## src/hdl/nfa_pkg.sv

```systemverilog
// Shared constants, codes and types of the next-fit extent allocator.
// No dependencies; every other file imports this package.
`timescale 1ns / 1ps

package nfa_pkg;

	localparam int ADDR_W          = 16;
	localparam int ST_W            = 3;
	localparam int EXT_OUT_W       = 7;
	localparam int MAX_EXTENTS_DEF = 64;
	localparam logic [ADDR_W-1:0] POOL_RESET = 16'd1000;

	localparam logic OP_ALLOC = 1'b0;

	// result codes
	localparam logic [ST_W-1:0] ST_OK       = 3'd0;
	localparam logic [ST_W-1:0] ST_NO_TOTAL = 3'd1;
	localparam logic [ST_W-1:0] ST_NO_FIT   = 3'd2;
	localparam logic [ST_W-1:0] ST_ZERO     = 3'd3;
	localparam logic [ST_W-1:0] ST_RANGE    = 3'd4;
	localparam logic [ST_W-1:0] ST_OVERLAP  = 3'd5;
	localparam logic [ST_W-1:0] ST_FULL     = 3'd6;

	// datapath commands
	localparam int DP_W = 5;
	localparam logic [DP_W-1:0] DP_NOP          = 5'd0;
	localparam logic [DP_W-1:0] DP_LOAD         = 5'd1;
	localparam logic [DP_W-1:0] DP_SETUP_A      = 5'd2;
	localparam logic [DP_W-1:0] DP_SETUP_F      = 5'd3;
	localparam logic [DP_W-1:0] DP_SCAN         = 5'd4;
	localparam logic [DP_W-1:0] DP_A_SPLIT      = 5'd5;
	localparam logic [DP_W-1:0] DP_A_EXACT      = 5'd6;
	localparam logic [DP_W-1:0] DP_A_EXACT_DONE = 5'd7;
	localparam logic [DP_W-1:0] DP_SHIFT        = 5'd8;
	localparam logic [DP_W-1:0] DP_F_EMPTY      = 5'd9;
	localparam logic [DP_W-1:0] DP_F_BOTH       = 5'd10;
	localparam logic [DP_W-1:0] DP_F_BOTH_DONE  = 5'd11;
	localparam logic [DP_W-1:0] DP_F_PREV       = 5'd12;
	localparam logic [DP_W-1:0] DP_F_NEXT       = 5'd13;
	localparam logic [DP_W-1:0] DP_F_INS        = 5'd14;
	localparam logic [DP_W-1:0] DP_F_INS_DONE   = 5'd15;
	localparam logic [DP_W-1:0] DP_FAIL         = 5'd16;
	localparam logic [DP_W-1:0] DP_COMMIT       = 5'd17;

	typedef struct packed {
		logic              opcode;
		logic [ADDR_W-1:0] req_size;
		logic [ADDR_W-1:0] req_addr;
	} req_t;

	typedef struct packed {
		logic [ST_W-1:0]      status;
		logic [ADDR_W-1:0]    alloc_addr;
		logic [ADDR_W-1:0]    free_total;
		logic [EXT_OUT_W-1:0] free_extents;
	} rsp_t;

	typedef struct packed {
		logic [DP_W-1:0] op;
		logic            rd_en;
		logic [ST_W-1:0] st;
	} cmd_t;

	typedef struct packed {
		logic is_free;
		logic too_big;
		logic empty;
		logic size_zero;
		logic out_range;
		logic rd_vld;
		logic a_gt;
		logic a_eq;
		logic a_last;
		logic cap_gt;
		logic cap_eq;
		logic f_ge;
		logic f_last;
		logic ovl;
		logic join_prev;
		logic join_next;
		logic full;
		logic rem_nz;
		logic shift_done;
	} sts_t;

endpackage

```

## src/hdl/nfa_ctrl.sv

```systemverilog
// Controller: request sequencing state machine and response valid register.
// Depends on nfa_pkg; commands nfa_dp and reads its status.
`timescale 1ns / 1ps

module nfa_ctrl import nfa_pkg::*; (
	input  logic clk,
	input  logic arst_n,
	input  logic req_valid,
	output logic req_ready,
	output logic rsp_valid,
	input  logic rsp_ready,
	input  sts_t sts,
	output cmd_t cmd
);

	localparam logic [2:0] S_IDLE   = 3'd0;
	localparam logic [2:0] S_DECIDE = 3'd1;
	localparam logic [2:0] S_ASCAN  = 3'd2;
	localparam logic [2:0] S_ACT_A  = 3'd3;
	localparam logic [2:0] S_FSCAN  = 3'd4;
	localparam logic [2:0] S_ACT_F  = 3'd5;
	localparam logic [2:0] S_SHIFT  = 3'd6;
	localparam logic [2:0] S_FIN    = 3'd7;

	logic [2:0]      state_q, state_nxt;
	logic [DP_W-1:0] after_q, after_nxt;  // command that closes a shift
	logic            out_vld_q;
	logic            commit;
	logic            term;

	always_comb begin
		state_nxt = state_q;
		after_nxt = after_q;
		cmd.op    = DP_NOP;
		cmd.rd_en = 1'b0;
		cmd.st    = ST_OK;
		commit    = 1'b0;
		term      = 1'b0;
		unique case (state_q)
			S_IDLE: begin
				if (req_valid) begin
					cmd.op    = DP_LOAD;
					state_nxt = S_DECIDE;
				end
			end
			S_DECIDE: begin
				state_nxt = S_FIN;
				if (!sts.is_free) begin
					if (sts.too_big) begin
						cmd.op = DP_FAIL;
						cmd.st = ST_NO_TOTAL;
					end else if (sts.empty) begin
						cmd.op = DP_FAIL;
						cmd.st = ST_NO_FIT;
					end else begin
						cmd.op    = DP_SETUP_A;
						state_nxt = S_ASCAN;
					end
				end else begin
					if (sts.size_zero) begin
						cmd.op = DP_FAIL;
						cmd.st = ST_ZERO;
					end else if (sts.out_range) begin
						cmd.op = DP_FAIL;
						cmd.st = ST_RANGE;
					end else if (sts.empty) begin
						cmd.op = DP_F_EMPTY;
					end else begin
						cmd.op    = DP_SETUP_F;
						state_nxt = S_FSCAN;
					end
				end
			end
			S_ASCAN: begin
				// reads run one ahead of the compare
				term      = sts.rd_vld && (sts.a_gt || sts.a_eq || sts.a_last);
				cmd.op    = DP_SCAN;
				cmd.rd_en = !term;
				if (term)
					state_nxt = S_ACT_A;
			end
			S_ACT_A: begin
				state_nxt = S_FIN;
				if (sts.cap_gt) begin
					cmd.op = DP_A_SPLIT;
				end else if (sts.cap_eq) begin
					cmd.op    = DP_A_EXACT;
					after_nxt = DP_A_EXACT_DONE;
					state_nxt = S_SHIFT;
				end else begin
					cmd.op = DP_FAIL;
					cmd.st = ST_NO_FIT;
				end
			end
			S_FSCAN: begin
				term      = sts.rd_vld && (sts.f_ge || sts.f_last);
				cmd.op    = DP_SCAN;
				cmd.rd_en = !term;
				if (term)
					state_nxt = S_ACT_F;
			end
			S_ACT_F: begin
				state_nxt = S_FIN;
				if (sts.ovl) begin
					cmd.op = DP_FAIL;
					cmd.st = ST_OVERLAP;
				end else if (sts.join_prev && sts.join_next) begin
					cmd.op    = DP_F_BOTH;
					after_nxt = DP_F_BOTH_DONE;
					state_nxt = S_SHIFT;
				end else if (sts.join_prev) begin
					cmd.op = DP_F_PREV;
				end else if (sts.join_next) begin
					cmd.op = DP_F_NEXT;
				end else if (sts.full) begin
					cmd.op = DP_FAIL;
					cmd.st = ST_FULL;
				end else begin
					cmd.op    = DP_F_INS;
					after_nxt = DP_F_INS_DONE;
					state_nxt = S_SHIFT;
				end
			end
			S_SHIFT: begin
				if (sts.shift_done) begin
					cmd.op    = after_q;
					state_nxt = S_FIN;
				end else begin
					cmd.op    = DP_SHIFT;
					cmd.rd_en = sts.rem_nz;
				end
			end
			S_FIN: begin
				if (!out_vld_q || rsp_ready) begin
					commit    = 1'b1;
					cmd.op    = DP_COMMIT;
					state_nxt = S_IDLE;
				end
			end
			default: state_nxt = S_IDLE;
		endcase
	end

	always_ff @(posedge clk or negedge arst_n) begin
		if (!arst_n) begin
			state_q   <= S_IDLE;
			after_q   <= DP_NOP;
			out_vld_q <= 1'b0;
		end else begin
			state_q <= state_nxt;
			after_q <= after_nxt;
			if (commit)
				out_vld_q <= 1'b1;
			else if (rsp_ready)
				out_vld_q <= 1'b0;
		end
	end

	assign req_ready = state_q == S_IDLE;
	assign rsp_valid = out_vld_q;

endmodule

```

## config.mk

```make
export PLATFORM = sky130hd
export DESIGN_NAME = nfa_ctrl
export DESIGN_NICKNAME = d
export VERILOG_FILES = /design/src/hdl/nfa_pkg.sv /design/src/hdl/nfa_ctrl.sv
export SDC_FILE = /design/constraint.sdc
export NUM_CORES = 1
export LEC_CHECK = 0
export BUFFER_PORTS_ARGS = -buffer_cell sky130_fd_sc_hd__buf_2
export CORE_UTILIZATION = 40
export DETAILED_ROUTE_END_ITERATION = 8
export PLACE_DENSITY = 0.71
export SKIP_CTS_REPAIR_TIMING = 1
export SYNTH_ARGS = -nofsm -noshare
export SYNTH_HDL_FRONTEND = slang
export SYNTH_SLANG_ARGS = --single-unit
```

## constraint.sdc

```tcl
create_clock -name clk -period 1.9 [get_ports clk]
set_input_delay 0.19 -clock clk [delete_from_list [all_inputs] [get_ports clk]]
set_output_delay 0.19 -clock clk [all_outputs]
set_load 0.005 [all_outputs]
```

==> summary.md <==
| Metric | Value |
|---|---|
| Status | `finished, violations left` |
| Failing checks | `design-rule violations` |
| DRT Pass-1 Iters | `6` |
| GP Congestion | `0.876` |
| Final Cycle Share | `0.962` |
| RSZ-0062 raised after global routing | `true` |
| Die Y | `43.5 um` |
| Worst-margin pin slew | `0.459 ns` |
| Logic gate share of total power | `0.675` |
| Antenna diodes | `0` |
| Synth Instances | `97` |
| Clk root buf | `clkbuf_4` |
| Largest net degree at the start of global routing | `15` |
| Via count | `907` |
| Io pins | `34` |
| Power Density | `1310 nW/um2` |
| Crit path launch | `state_q[1]` |
| Utilization after layout | `0.620` |
| Final instance area | `967 um2` |
| H-Tree Depth | `1` |
| M1 WL | `876 um` |
| Mapped Area | `688 um2` |
| Worst reg-to-reg path cell count | `5` |
| Inserted Clock Buffers | `3` |
| Hold Path Class | `input pin to register` |
| Synth top area share | `0.255` |
| Worst Setup EP | `cmd[4]` |
| Fin crit period | `1.83 ns` |
| CP Cell Sequence | `and3b_2 > nand2b_4 > or3b_1 > a32oi_1 > buf_2` |
| FILL cells | `155` |
| Worst Path Max Fanout | `4` |
| Commonest cells post-synth | `nand2_1, nor2_1, o21ai_0, dfrtp_1, a21oi_1` |
| Worst Setup End Kind | `output port` |
| Synth area leaders | `dfrtp_1, o21ai_0, nand2_1, nor2_1, a21oi_1` |
| Yosys warning count | `0` |
| Net Sw Frac | `0.445` |
| Core area | `1560 um2` |
| Maximum VDD drop | `0.933 mV` |
| Rel. slew slack | `0.690` |
| Cell taking the most area after synthesis | `dfrtp_1` |
| Clock power frac | `0.110` |
| Mean Syn Cell Area | `7.09 um2` |
| DP Area | `885 um2` |
| Area delta synth->final | `40.5%` |
| Post-DP HPWL | `1640 um` |
| CTS clk-pin slew, worst paths | `0.06 ns` |
| Antenna violations before repair | `0` |
| Grt ovf | `0` |
| Switch Pwr | `0.563 mW` |
| Reg2reg end | `state_q[0]` |
| Clk_lat worst skew | `0.26 ns` |
| Yosys cell types | `34` |
| Critical path's largest stage delay | `0.36 ns` |
| Vias per cell | `5.89` |
| Final hold violations | `0` |
| Starting Density | `0.441` |
| IO buf count | `33` |
| Layout cell share with drive strength beyond 1 | `0.370` |
| First-pass GRT wire length | `3280 um` |
| Number of synthesized flops with an enable pin | `0` |
| Maxcap violations | `0` |
| Fmax | `547 MHz` |
| Synthesized flop and latch total | `7` |
| Clk_skew | `0.00719 ns` |
| Clock Tree Buf Depth | `2` |
| DR top layer | `met4` |
| Routed Antenna Nets | `0` |
| Row Count | `14` |
| Asr flop ratio synth | `1.00` |
| Main synth FF type | `dfrtp_1` |
| Hold Slack | `0.250 ns` |
| # DRC | `4` |
| Crit Path Class | `register to output port` |
| Static leakage | `0.462 nW` |
| Clock sinks | `7` |
| Synth Net Count | `120` |
| CP required | `1.71 ns` |
| Worst path slowest cell | `dfrtp_1` |
| Met3 routed WL | `181 um` |
| Initial DRC count | `58` |
| Nets | `162` |
| Final setup vio count | `0` |
| Total Power | `1.27 mW` |
| Vias in the first global route | `775` |
| Critical path data arrival time | `1.64 ns` |
| Seq pwr share | `0.216` |
| R2R Path Start | `state_q[0]` |
| GRT Util Overall | `0.232` |
| Die width | `43.5 um` |
| DR WL/cell | `13.6 um` |
| Part of the Yosys area used for sequential elements | `0.255` |
| Detailed Route WL | `2100 um` |
| Crit path launch type | `register` |
| Slew Limit Fails | `0` |
| DIE AREA | `1890 um2` |
| TritonCTS clock tree | `built` |
| Most frequent cell after synthesis | `nand2_1` |
| Int Power | `0.703 mW` |
| Reg2Reg Setup Slack | `0.47 ns` |
| Fin Setup TNS | `0 ns` |
| Met2 wire len | `1020 um` |
## flip-flops by register name (all words and copies together) (netlist names)
name       flops
after_q        3
rsp_valid      1
state_q        3
## per-layer routing
metal,track usage,vias to the layer above
met5,0,-
met4,0.0563,0
met3,0.0542,2
met2,0.394,45
met1,0.298,416
li1,-,444
## power groups by stage
stage                     sequential (mW)  combinational, mW  clock, mW
final                               0.273              0.854      0.139
after global routing                0.282              0.945      0.153
after CTS                           0.272              0.782      0.145
after detailed placement            0.275              0.774          0
after global placement              0.272              0.772          0
after floorplan                     0.275              0.475          0
## critical path, delay by kind of cell, from the launching register on
family | cells | cell delay [ns]
AOI/OAI and AO/OA | 1 | 0.18
and+or+nand+nor | 3 | 0.71
DFF | 1 | 0.36
buffers and inverters | 1 | 0.14
## metrics by stage
stage          instances  setup slack (ns)
3_5_place_dp         146             0.263
2_1_floorplan         97             0.385
5_1_grt              154           -0.0388
4_1_cts              150           -0.0218
6_report             154            0.0721
3_3_place_gp         146             0.306
## area by class of cell
class | instances | area [um2] | area share
Tap cell | 16 | 20.0 | 0.0207
Clock buffer | 4 | 26.3 | 0.0272
Timing Repair Buffer | 41 | 240 | 0.248
Inverter | 5 | 18.8 | 0.0194
Sequential cell | 7 | 176 | 0.182
Multi-Input combinational cell | 81 | 485 | 0.502
## logic make-up (layout without fill, tap and decap cells)
group	after synthesis	after routing	share of synthesized area
xor gates and xnor gates	1	1	0.0127
AOI/OAI and AO/OA	32	32	0.304
and+or+nand+nor	47	47	0.360
buffers and inverters	9	50	0.0545
muxes	1	1	0.0145
DFF	7	7	0.255
## placed cells by master (no fill, tap or decap), drive strengths merged, types with 2 or more instances in the layout
cell     n
a21oi    6
a31oi    4
a32oi    2
buf     40
clkbuf   4
dfrtp    7
inv      5
nand2   12
nand2b   5
nand3    2
nor2    11
nor3     4
nor3b    3
o21ai   10
o311ai   2
or2      3
or3b     2
## worst min-delay path by stage
stage	startpoint	slack, ns	endpoint	depth (start not counted)
final	rsp_ready	0.25	rsp_valid	3
after global routing	rsp_ready	0.27	rsp_valid	3
after global placement	arst_n	0.03	after_q[1]	1
after detailed placement	arst_n	0.03	state_q[2]	1
after floorplan	arst_n	-0.11	after_q[1]	0
after CTS	arst_n	-0.25	state_q[2]	1
No activity file was read; power rests on OpenSTA's default activity.
