### src/hdl/nfa_pkg.sv
// Shared constants, codes and types of the next-fit extent allocator.
// No dependencies; every other file imports this package.
`timescale 1ns / 1ps

package nfa_pkg;

	localparam int ADDR_W          = 16;
	localparam int ST_W            = 3;
	localparam int EXT_OUT_W       = 7;
	localparam int MAX_EXTENTS_DEF = 64;
	localparam logic [ADDR_W-1:0] POOL_RESET = 16'd1000;

	localparam logic OP_ALLOC = 1'b0;

	// result codes
	localparam logic [ST_W-1:0] ST_OK       = 3'd0;
	localparam logic [ST_W-1:0] ST_NO_TOTAL = 3'd1;
	localparam logic [ST_W-1:0] ST_NO_FIT   = 3'd2;
	localparam logic [ST_W-1:0] ST_ZERO     = 3'd3;
	localparam logic [ST_W-1:0] ST_RANGE    = 3'd4;
	localparam logic [ST_W-1:0] ST_OVERLAP  = 3'd5;
	localparam logic [ST_W-1:0] ST_FULL     = 3'd6;

	// datapath commands
	localparam int DP_W = 5;
	localparam logic [DP_W-1:0] DP_NOP          = 5'd0;
	localparam logic [DP_W-1:0] DP_LOAD         = 5'd1;
	localparam logic [DP_W-1:0] DP_SETUP_A      = 5'd2;
	localparam logic [DP_W-1:0] DP_SETUP_F      = 5'd3;
	localparam logic [DP_W-1:0] DP_SCAN         = 5'd4;
	localparam logic [DP_W-1:0] DP_A_SPLIT      = 5'd5;
	localparam logic [DP_W-1:0] DP_A_EXACT      = 5'd6;
	localparam logic [DP_W-1:0] DP_A_EXACT_DONE = 5'd7;
	localparam logic [DP_W-1:0] DP_SHIFT        = 5'd8;
	localparam logic [DP_W-1:0] DP_F_EMPTY      = 5'd9;
	localparam logic [DP_W-1:0] DP_F_BOTH       = 5'd10;
	localparam logic [DP_W-1:0] DP_F_BOTH_DONE  = 5'd11;
	localparam logic [DP_W-1:0] DP_F_PREV       = 5'd12;
	localparam logic [DP_W-1:0] DP_F_NEXT       = 5'd13;
	localparam logic [DP_W-1:0] DP_F_INS        = 5'd14;
	localparam logic [DP_W-1:0] DP_F_INS_DONE   = 5'd15;
	localparam logic [DP_W-1:0] DP_FAIL         = 5'd16;
	localparam logic [DP_W-1:0] DP_COMMIT       = 5'd17;

	typedef struct packed {
		logic              opcode;
		logic [ADDR_W-1:0] req_size;
		logic [ADDR_W-1:0] req_addr;
	} req_t;

	typedef struct packed {
		logic [ST_W-1:0]      status;
		logic [ADDR_W-1:0]    alloc_addr;
		logic [ADDR_W-1:0]    free_total;
		logic [EXT_OUT_W-1:0] free_extents;
	} rsp_t;

	typedef struct packed {
		logic [DP_W-1:0] op;
		logic            rd_en;
		logic [ST_W-1:0] st;
	} cmd_t;

	typedef struct packed {
		logic is_free;
		logic too_big;
		logic empty;
		logic size_zero;
		logic out_range;
		logic rd_vld;
		logic a_gt;
		logic a_eq;
		logic a_last;
		logic cap_gt;
		logic cap_eq;
		logic f_ge;
		logic f_last;
		logic ovl;
		logic join_prev;
		logic join_next;
		logic full;
		logic rem_nz;
		logic shift_done;
	} sts_t;

endpackage

### src/hdl/nfa_dp.sv
// Datapath: extent table memory, scan pointers, counters and result register.
// Depends on nfa_pkg; driven by commands from nfa_ctrl.
`timescale 1ns / 1ps

module nfa_dp import nfa_pkg::*; #(
	parameter int MAX_EXTENTS = MAX_EXTENTS_DEF
) (
	input  logic              clk,
	input  logic              arst_n,
	input  logic              cfg_we,
	input  logic [ADDR_W-1:0] cfg_wdata,
	input  req_t              req_data,
	input  cmd_t              cmd,
	output sts_t              sts,
	output rsp_t              rsp_data
);

	localparam int IW = $clog2(MAX_EXTENTS);
	localparam int CW = $clog2(MAX_EXTENTS + 1);
	localparam logic [CW-1:0] MAX_C = CW'(MAX_EXTENTS);

	logic [ADDR_W-1:0] start_mem [MAX_EXTENTS];
	logic [ADDR_W-1:0] len_mem   [MAX_EXTENTS];

	logic [ADDR_W-1:0] pool_q, free_sum_q;
	logic [CW-1:0]     count_q;
	logic [IW-1:0]     rover_q;
	logic              ent0_dflt_q;   // entry 0 still holds its reset value

	logic              op_q;
	logic [ADDR_W-1:0] size_q, addr_q;
	logic [IW-1:0]     idx_q, hit_q;
	logic [CW-1:0]     rem_q, k_q, pos_q;
	logic              shift_dn_q;
	logic [ADDR_W-1:0] prev_start_q, prev_len_q, nxt_start_q, nxt_len_q;
	logic [ST_W-1:0]   st_q;
	logic [ADDR_W-1:0] got_q;
	rsp_t              rsp_q;

	logic              rd_vld_s1, rd_dflt_s1;
	logic [IW-1:0]     chk_s1;
	logic [ADDR_W-1:0] rd_start_s1, rd_len_s1;

	logic [ADDR_W-1:0] ent_start, ent_len;
	logic [CW-1:0]     cnt_m1, chk_c, hit_c, rover_c;
	logic [IW-1:0]     rover_n;
	logic [ADDR_W:0]   end_w, prev_end_w;
	logic              has_prev, has_next;

	logic              wr_en;
	logic [IW-1:0]     wr_addr;
	logic [ADDR_W-1:0] wr_start, wr_len;

	assign ent_start  = rd_dflt_s1 ? '0 : rd_start_s1;
	assign ent_len    = rd_dflt_s1 ? pool_q : rd_len_s1;
	assign cnt_m1     = count_q - 1'b1;
	assign chk_c      = CW'(chk_s1);
	assign hit_c      = CW'(hit_q);
	assign rover_c    = CW'(rover_q);
	assign rover_n    = (rover_c >= count_q) ? '0 : rover_q;
	assign end_w      = {1'b0, addr_q} + {1'b0, size_q};
	assign prev_end_w = {1'b0, prev_start_q} + {1'b0, prev_len_q};
	assign has_prev   = pos_q != '0;
	assign has_next   = pos_q < count_q;

	always_comb begin
		sts.is_free    = op_q != OP_ALLOC;
		sts.too_big    = size_q > free_sum_q;
		sts.empty      = count_q == '0;
		sts.size_zero  = size_q == '0;
		sts.out_range  = end_w > {1'b0, pool_q};
		sts.rd_vld     = rd_vld_s1;
		sts.a_gt       = ent_len > size_q;
		sts.a_eq       = ent_len == size_q;
		sts.a_last     = (k_q + 1'b1) == count_q;
		sts.cap_gt     = nxt_len_q > size_q;
		sts.cap_eq     = nxt_len_q == size_q;
		sts.f_ge       = ent_start >= addr_q;
		sts.f_last     = chk_c == cnt_m1;
		sts.ovl        = (has_prev && prev_end_w > {1'b0, addr_q}) ||
		                 (has_next && end_w > {1'b0, nxt_start_q});
		sts.join_prev  = has_prev && prev_end_w == {1'b0, addr_q};
		sts.join_next  = has_next && end_w == {1'b0, nxt_start_q};
		sts.full       = count_q == MAX_C;
		sts.rem_nz     = rem_q != '0;
		sts.shift_done = (rem_q == '0) && !rd_vld_s1;
	end

	// single write port
	always_comb begin
		wr_en    = 1'b0;
		wr_addr  = '0;
		wr_start = '0;
		wr_len   = '0;
		case (cmd.op)
			DP_A_SPLIT: begin
				wr_en    = 1'b1;
				wr_addr  = hit_q;
				wr_start = nxt_start_q + size_q;
				wr_len   = nxt_len_q - size_q;
			end
			DP_SHIFT: begin
				wr_en    = rd_vld_s1;
				wr_addr  = shift_dn_q ? chk_s1 - 1'b1 : chk_s1 + 1'b1;
				wr_start = ent_start;
				wr_len   = ent_len;
			end
			DP_F_EMPTY: begin
				wr_en    = 1'b1;
				wr_start = addr_q;
				wr_len   = size_q;
			end
			DP_F_BOTH: begin
				wr_en    = 1'b1;
				wr_addr  = IW'(pos_q - 1'b1);
				wr_start = prev_start_q;
				wr_len   = prev_len_q + size_q + nxt_len_q;
			end
			DP_F_PREV: begin
				wr_en    = 1'b1;
				wr_addr  = IW'(pos_q - 1'b1);
				wr_start = prev_start_q;
				wr_len   = prev_len_q + size_q;
			end
			DP_F_NEXT: begin
				wr_en    = 1'b1;
				wr_addr  = IW'(pos_q);
				wr_start = addr_q;
				wr_len   = nxt_len_q + size_q;
			end
			DP_F_INS_DONE: begin
				wr_en    = 1'b1;
				wr_addr  = IW'(pos_q);
				wr_start = addr_q;
				wr_len   = size_q;
			end
			default: ;
		endcase
	end

	always_ff @(posedge clk or negedge arst_n) begin
		if (!arst_n) begin
			pool_q      <= POOL_RESET;
			free_sum_q  <= POOL_RESET;
			count_q     <= CW'(1);
			rover_q     <= '0;
			ent0_dflt_q <= 1'b1;
			rd_vld_s1   <= 1'b0;
		end else begin
			rd_vld_s1 <= cmd.rd_en;
			if (wr_en && wr_addr == '0)
				ent0_dflt_q <= 1'b0;
			case (cmd.op)
				DP_SETUP_A, DP_SETUP_F: rover_q <= rover_n;
				DP_A_SPLIT: begin
					free_sum_q <= free_sum_q - size_q;
					rover_q    <= hit_q;
				end
				DP_A_EXACT: free_sum_q <= free_sum_q - size_q;
				DP_A_EXACT_DONE: begin
					count_q <= cnt_m1;
					rover_q <= (hit_c < cnt_m1) ? hit_q : '0;
				end
				DP_F_EMPTY: begin
					count_q    <= CW'(1);
					rover_q    <= '0;
					free_sum_q <= size_q;
				end
				DP_F_BOTH, DP_F_PREV, DP_F_NEXT: free_sum_q <= free_sum_q + size_q;
				DP_F_BOTH_DONE: begin
					count_q <= cnt_m1;
					if (rover_c >= pos_q)
						rover_q <= rover_q - 1'b1;
				end
				DP_F_INS_DONE: begin
					count_q    <= count_q + 1'b1;
					free_sum_q <= free_sum_q + size_q;
					if (rover_c >= pos_q)
						rover_q <= rover_q + 1'b1;
				end
				default: ;
			endcase
			if (cfg_we) begin
				pool_q      <= cfg_wdata;
				free_sum_q  <= cfg_wdata;
				count_q     <= (cfg_wdata != '0) ? CW'(1) : '0;
				rover_q     <= '0;
				ent0_dflt_q <= 1'b1;
			end
		end
	end

	always_ff @(posedge clk) begin
		if (wr_en) begin
			start_mem[wr_addr] <= wr_start;
			len_mem[wr_addr]   <= wr_len;
		end
		if (cmd.rd_en) begin
			rd_start_s1 <= start_mem[idx_q];
			rd_len_s1   <= len_mem[idx_q];
			rd_dflt_s1  <= ent0_dflt_q && (idx_q == '0);
			chk_s1      <= idx_q;
		end
	end

	always_ff @(posedge clk) begin
		case (cmd.op)
			DP_LOAD: begin
				op_q   <= req_data.opcode;
				size_q <= req_data.req_size;
				addr_q <= req_data.req_addr;
				st_q   <= ST_OK;
				got_q  <= '0;
			end
			DP_SETUP_A: begin
				idx_q <= rover_n;
				k_q   <= '0;
			end
			DP_SETUP_F: idx_q <= '0;
			DP_SCAN: begin
				if (op_q == OP_ALLOC) begin
					idx_q <= ((CW'(idx_q) + 1'b1) == count_q) ? '0 : idx_q + 1'b1;
					if (rd_vld_s1) begin
						k_q         <= k_q + 1'b1;
						hit_q       <= chk_s1;
						nxt_start_q <= ent_start;
						nxt_len_q   <= ent_len;
					end
				end else begin
					idx_q <= idx_q + 1'b1;
					if (rd_vld_s1) begin
						if (ent_start >= addr_q) begin
							pos_q       <= chk_c;
							nxt_start_q <= ent_start;
							nxt_len_q   <= ent_len;
						end else begin
							prev_start_q <= ent_start;
							prev_len_q   <= ent_len;
							if (chk_c == cnt_m1)
								pos_q <= count_q;
						end
					end
				end
			end
			DP_A_SPLIT: got_q <= nxt_start_q;
			DP_A_EXACT: begin
				got_q      <= nxt_start_q;
				idx_q      <= hit_q + 1'b1;
				rem_q      <= cnt_m1 - hit_c;
				shift_dn_q <= 1'b1;
			end
			DP_SHIFT: begin
				if (rem_q != '0) begin
					idx_q <= shift_dn_q ? idx_q + 1'b1 : idx_q - 1'b1;
					rem_q <= rem_q - 1'b1;
				end
			end
			DP_F_BOTH: begin
				idx_q      <= IW'(pos_q + 1'b1);
				rem_q      <= cnt_m1 - pos_q;
				shift_dn_q <= 1'b1;
			end
			DP_F_INS: begin
				idx_q      <= IW'(cnt_m1);
				rem_q      <= count_q - pos_q;
				shift_dn_q <= 1'b0;
			end
			DP_FAIL: begin
				st_q  <= cmd.st;
				got_q <= '0;
			end
			DP_COMMIT: begin
				rsp_q.status       <= st_q;
				rsp_q.alloc_addr   <= got_q;
				rsp_q.free_total   <= free_sum_q;
				rsp_q.free_extents <= EXT_OUT_W'(count_q);
			end
			default: ;
		endcase
	end

	assign rsp_data = rsp_q;

endmodule

### config.mk
export PLATFORM = sky130hd
export DESIGN_NAME = nfa_dp
export DESIGN_NICKNAME = d
export VERILOG_FILES = /design/src/hdl/nfa_pkg.sv /design/src/hdl/nfa_dp.sv
export SDC_FILE = /design/constraint.sdc
export NUM_CORES = 2
export LEC_CHECK = 0
export ABC_AREA = 1
export BUFFER_PORTS_ARGS = -buffer_cell sky130_fd_sc_hd__buf_2
export CORE_ASPECT_RATIO = 0.75
export CORE_MARGIN = 5
export CORE_UTILIZATION = 50
export CTS_CLUSTER_SIZE = 14
export DETAILED_ROUTE_END_ITERATION = 10
export PLACE_DENSITY = 0.66
export SYNTH_ARGS = -nofsm -noshare
export SYNTH_HDL_FRONTEND = slang
export SYNTH_SLANG_ARGS = --single-unit
### constraint.sdc
create_clock -name clk -period 5.7 [get_ports clk]
set_clock_uncertainty 0.1 [all_clocks]
set_input_delay 0.57 -clock clk [delete_from_list [all_inputs] [get_ports clk]]
set_output_delay 0.57 -clock clk [all_outputs]
set_load 0.01 [all_outputs]
==> results_dict.tcl <==
set metrics [dict create \
    outcome "finished clean" \
    grt_pass1_wl_mm 462 \
    first_pass_iters 6 \
    worst_slack_ns 0.320 \
    hpwlAfterDp_mm 198 \
    rrSetupSlack_ns 0.87 \
    routabilityCongestion 0.976 \
    pwr_density_cell_nw_per_um2 323 \
    worst_pin_slew_ns 1.23 \
    stdcell_count 11515 \
    vias 72296 \
    path_clk_slew_ns 0.07 \
    critPathMaxFanout 6 \
    synthMuxAreaShare_pct 0 \
    hold_path.class "primary input to flip-flop" \
    reg2reg_from "prev_len_q[0]" \
    synth_ff_type "edfxtp_1" \
    p_leak_uw 0.0397 \
    synthTopCellsByCount "2279 x edfxtp_1, 1330 x nor2_1, 1227 x o21ai_0" \
    worstPathRequired_ns 5.03 \
    pre_cts_ws_ns 1.01 \
    wl_mm 322 \
    clkLatencyLatePin_ns 0.88 \
    startpoint "size_q[2]" \
    grt_usage_pct 29.6 \
    yosys.area.top_type_share_pct 67.4 \
    fp-row-count 143 \
    htree_num_levels 4 \
    synthToLayoutAreaGrowth_pct 12.2 \
    period_minus_slack_ns 5.38 \
    synth_seq_cells 2326 \
    synth.area.top_cells "edfxtp_1 67%, o21ai_0 6.1%, nor2_1 4.9%" \
    avgSynthCellArea_um2 11.9 \
    ant_nets 0 \
    grt_use_met2_pct 41.4 \
    cp.arrival_ns 4.71 \
    hold_viol_final 0 \
    slew-limit-headroom_pct 17.9 \
    yosysTopAreaCell "edfxtp_1" \
    synth-simple-area-share_pct 10.8 \
    grt-ovfl-total 0 \
    cts_buffers 225 \
    die_h_um 400 \
    synthAdderAreaFrac_pct 3.41 \
    top_usage_layer "met1" \
    synth_top_family_by_area "compound AO/OA/AOI/OAI gates" \
    place_inst 11063 \
    r2r_cells 22 \
    max-vdd-ir-drop_uv 275 \
    fmax_mhz 186 \
    grt_max_degree 160 \
    crit_path_end_kind "primary output" \
    netlist_area_um2 101000 \
    drt_iter0_drc 10629 \
    met1_usage_pct 45.7 \
    yosys_warnings 0 \
    slew_viol_final 0 \
    drive_above_1_share_pct 9.65 \
    vias_per_cell 6.28 \
    cts_tree "built" \
    start_util_pct 50.2 \
    synth-xor-area-share_pct 0.803 \
    core_region_area_um2 202000 \
    setup_viol 0 \
    fin_nets 8989 \
    fp.dieW_um 530 \
    cts.path.max_buffers 4 \
    synth-async-reset-ratio_pct 2.02 \
    syn_nets 8838 \
    ioPinCount 122 \
    synth-compound-area-share_pct 13.1 \
    path_class "flip-flop to primary output" \
    dieArea_um2 212000 \
    clockRootBuffer "clkbuf_16" \
    r2r-end "len_mem[7][15]" \
    antenna_found_initial 16 \
    worst_hold_slack_ns 0.0815 \
    critPathLaunchType "flip-flop" \
    rsz0062_at_grt "false" \
    synthCells 8508 \
    avgRoutedWirePerCell_um 27.9 \
    cap_violations 0 \
    yosysMostFrequentCell "edfxtp_1" \
    first_global_vias 66009 \
    synth.distinct_cells 66 \
    yosysSeqAreaShare_pct 68.6 \
    synth_edf_count 2279 \
    cts_setup_buffers 0 \
    setup_tns_ns 0 \
    use_met3_pct 8.13 \
    critical_path.endpoint "sts[14]" \
    port_buffers 121 \
    drc 0 \
    cts.sinks 2326 \
    post-route-util_pct 56.3 \
    period_share_pct 94.4 \
]
cells by family after synthesis:
group	count (synthesis)
AO/OA/AOI/OAI	2325
AND/OR/NAND/NOR	2648
adder cells (fa/ha/maj)	269
flip-flops	2326
XOR/XNOR	93
buffers and inverters	847
power by group:
part           internal, µW  total, µW  switching, µW
Clock                  8030      14300           6290
Sequential            19000      19100            137
Combinational           883       3360           2480
cell type report:
cell class	count	area, µm²
Antenna cell	6	15.0
Fill cell	16470	88300
Timing Repair Buffer	409	3350
Clock buffer	287	6020
Clock inverter	108	848
Inverter	362	1390
Sequential cell	2326	69600
Multi-Input combinational cell	5335	29300
Tap cell	2682	3360
layout by cell type, fill, tap and decap left out, types with 11 or more instances in the layout:
master,n
inv_2,20
dlygate4sd3_1,51
inv_1,332
nand3_1,380
buf_12,36
bufinv_16,14
clkbuf_1,53
a31oi_1,37
edfxtp_1,2279
o221ai_1,139
clkbuf_16,231
o211ai_1,107
nand2_2,27
buf_2,121
or2_2,21
fa_1,13
o21ai_0,1224
buf_4,201
dfrtp_1,33
nand4_1,46
nand3b_1,20
a21o_1,21
dfstp_2,14
clkinv_1,63
a22oi_1,14
nor3_1,29
a21oi_1,330
o22ai_1,371
xor2_1,71
ha_1,256
nor2_1,1263
nor4_1,11
nor2_4,74
nor2_2,11
xnor2_1,22
nand2_1,746
clkinv_2,28
per-stage QoR:
stage | power, µW | area (µm²)
after floorplan | 21300 | 101000
after global placement | 22700 | 107000
after detailed placement | 22700 | 107000
after CTS | 36800 | 114000
after global routing | 37900 | 114000
final | 36800 | 114000
worst max-delay path, stage by stage, from the launching register on:
cell and delay (ns):
edfxtp_1 0.53, ha_1 0.42, a21oi_1 0.24, o21ai_0 0.10
a21oi_1 0.34, o21ai_0 0.32, a21boi_1 0.28, o21ai_0 0.13
xor2_1 0.20, ha_1 0.31, nand4_1 0.12, inv_1 0.08
nand2_1 0.05, nand2_1 0.05, nand2_1 0.04, nand2_1 0.05
a21oi_1 0.05, o21ai_0 0.33, buf_2 0.21
timing repair:
action | CTS | global route
gates resized for setup | 0 | 1
setup endpoints to repair | 0 | 1
hold buffers | 51 | 0
hold endpoints to repair | 90 | 0
worst min-delay path by stage:
stage                  start           end  cells after the start  slack, ns
2_1_floorplan         arst_n    count_q[1]                      0       0.17
3_3_place_gp        got_q[6]  rsp_data[29]                      0       0.30
3_5_place_dp        got_q[0]  rsp_data[23]                      0       0.30
4_1_cts        cfg_wdata[12]    pool_q[12]                      3       0.01
5_1_grt         cfg_wdata[5]     pool_q[5]                      3       0.05
6_report        cfg_wdata[5]     pool_q[5]                      3       0.08
per-layer routing:
metal | vias up | wire (µm) | part of all wire (%)
met5 | - | 26 | 0.0081
met4 | 4 | 8610 | 2.7
met3 | 517 | 40900 | 13
li1 | 31650 | - | -
met1 | 35834 | 138000 | 43
met2 | 4291 | 134000 | 42
No activity file was read; power rests on OpenSTA's default activity.
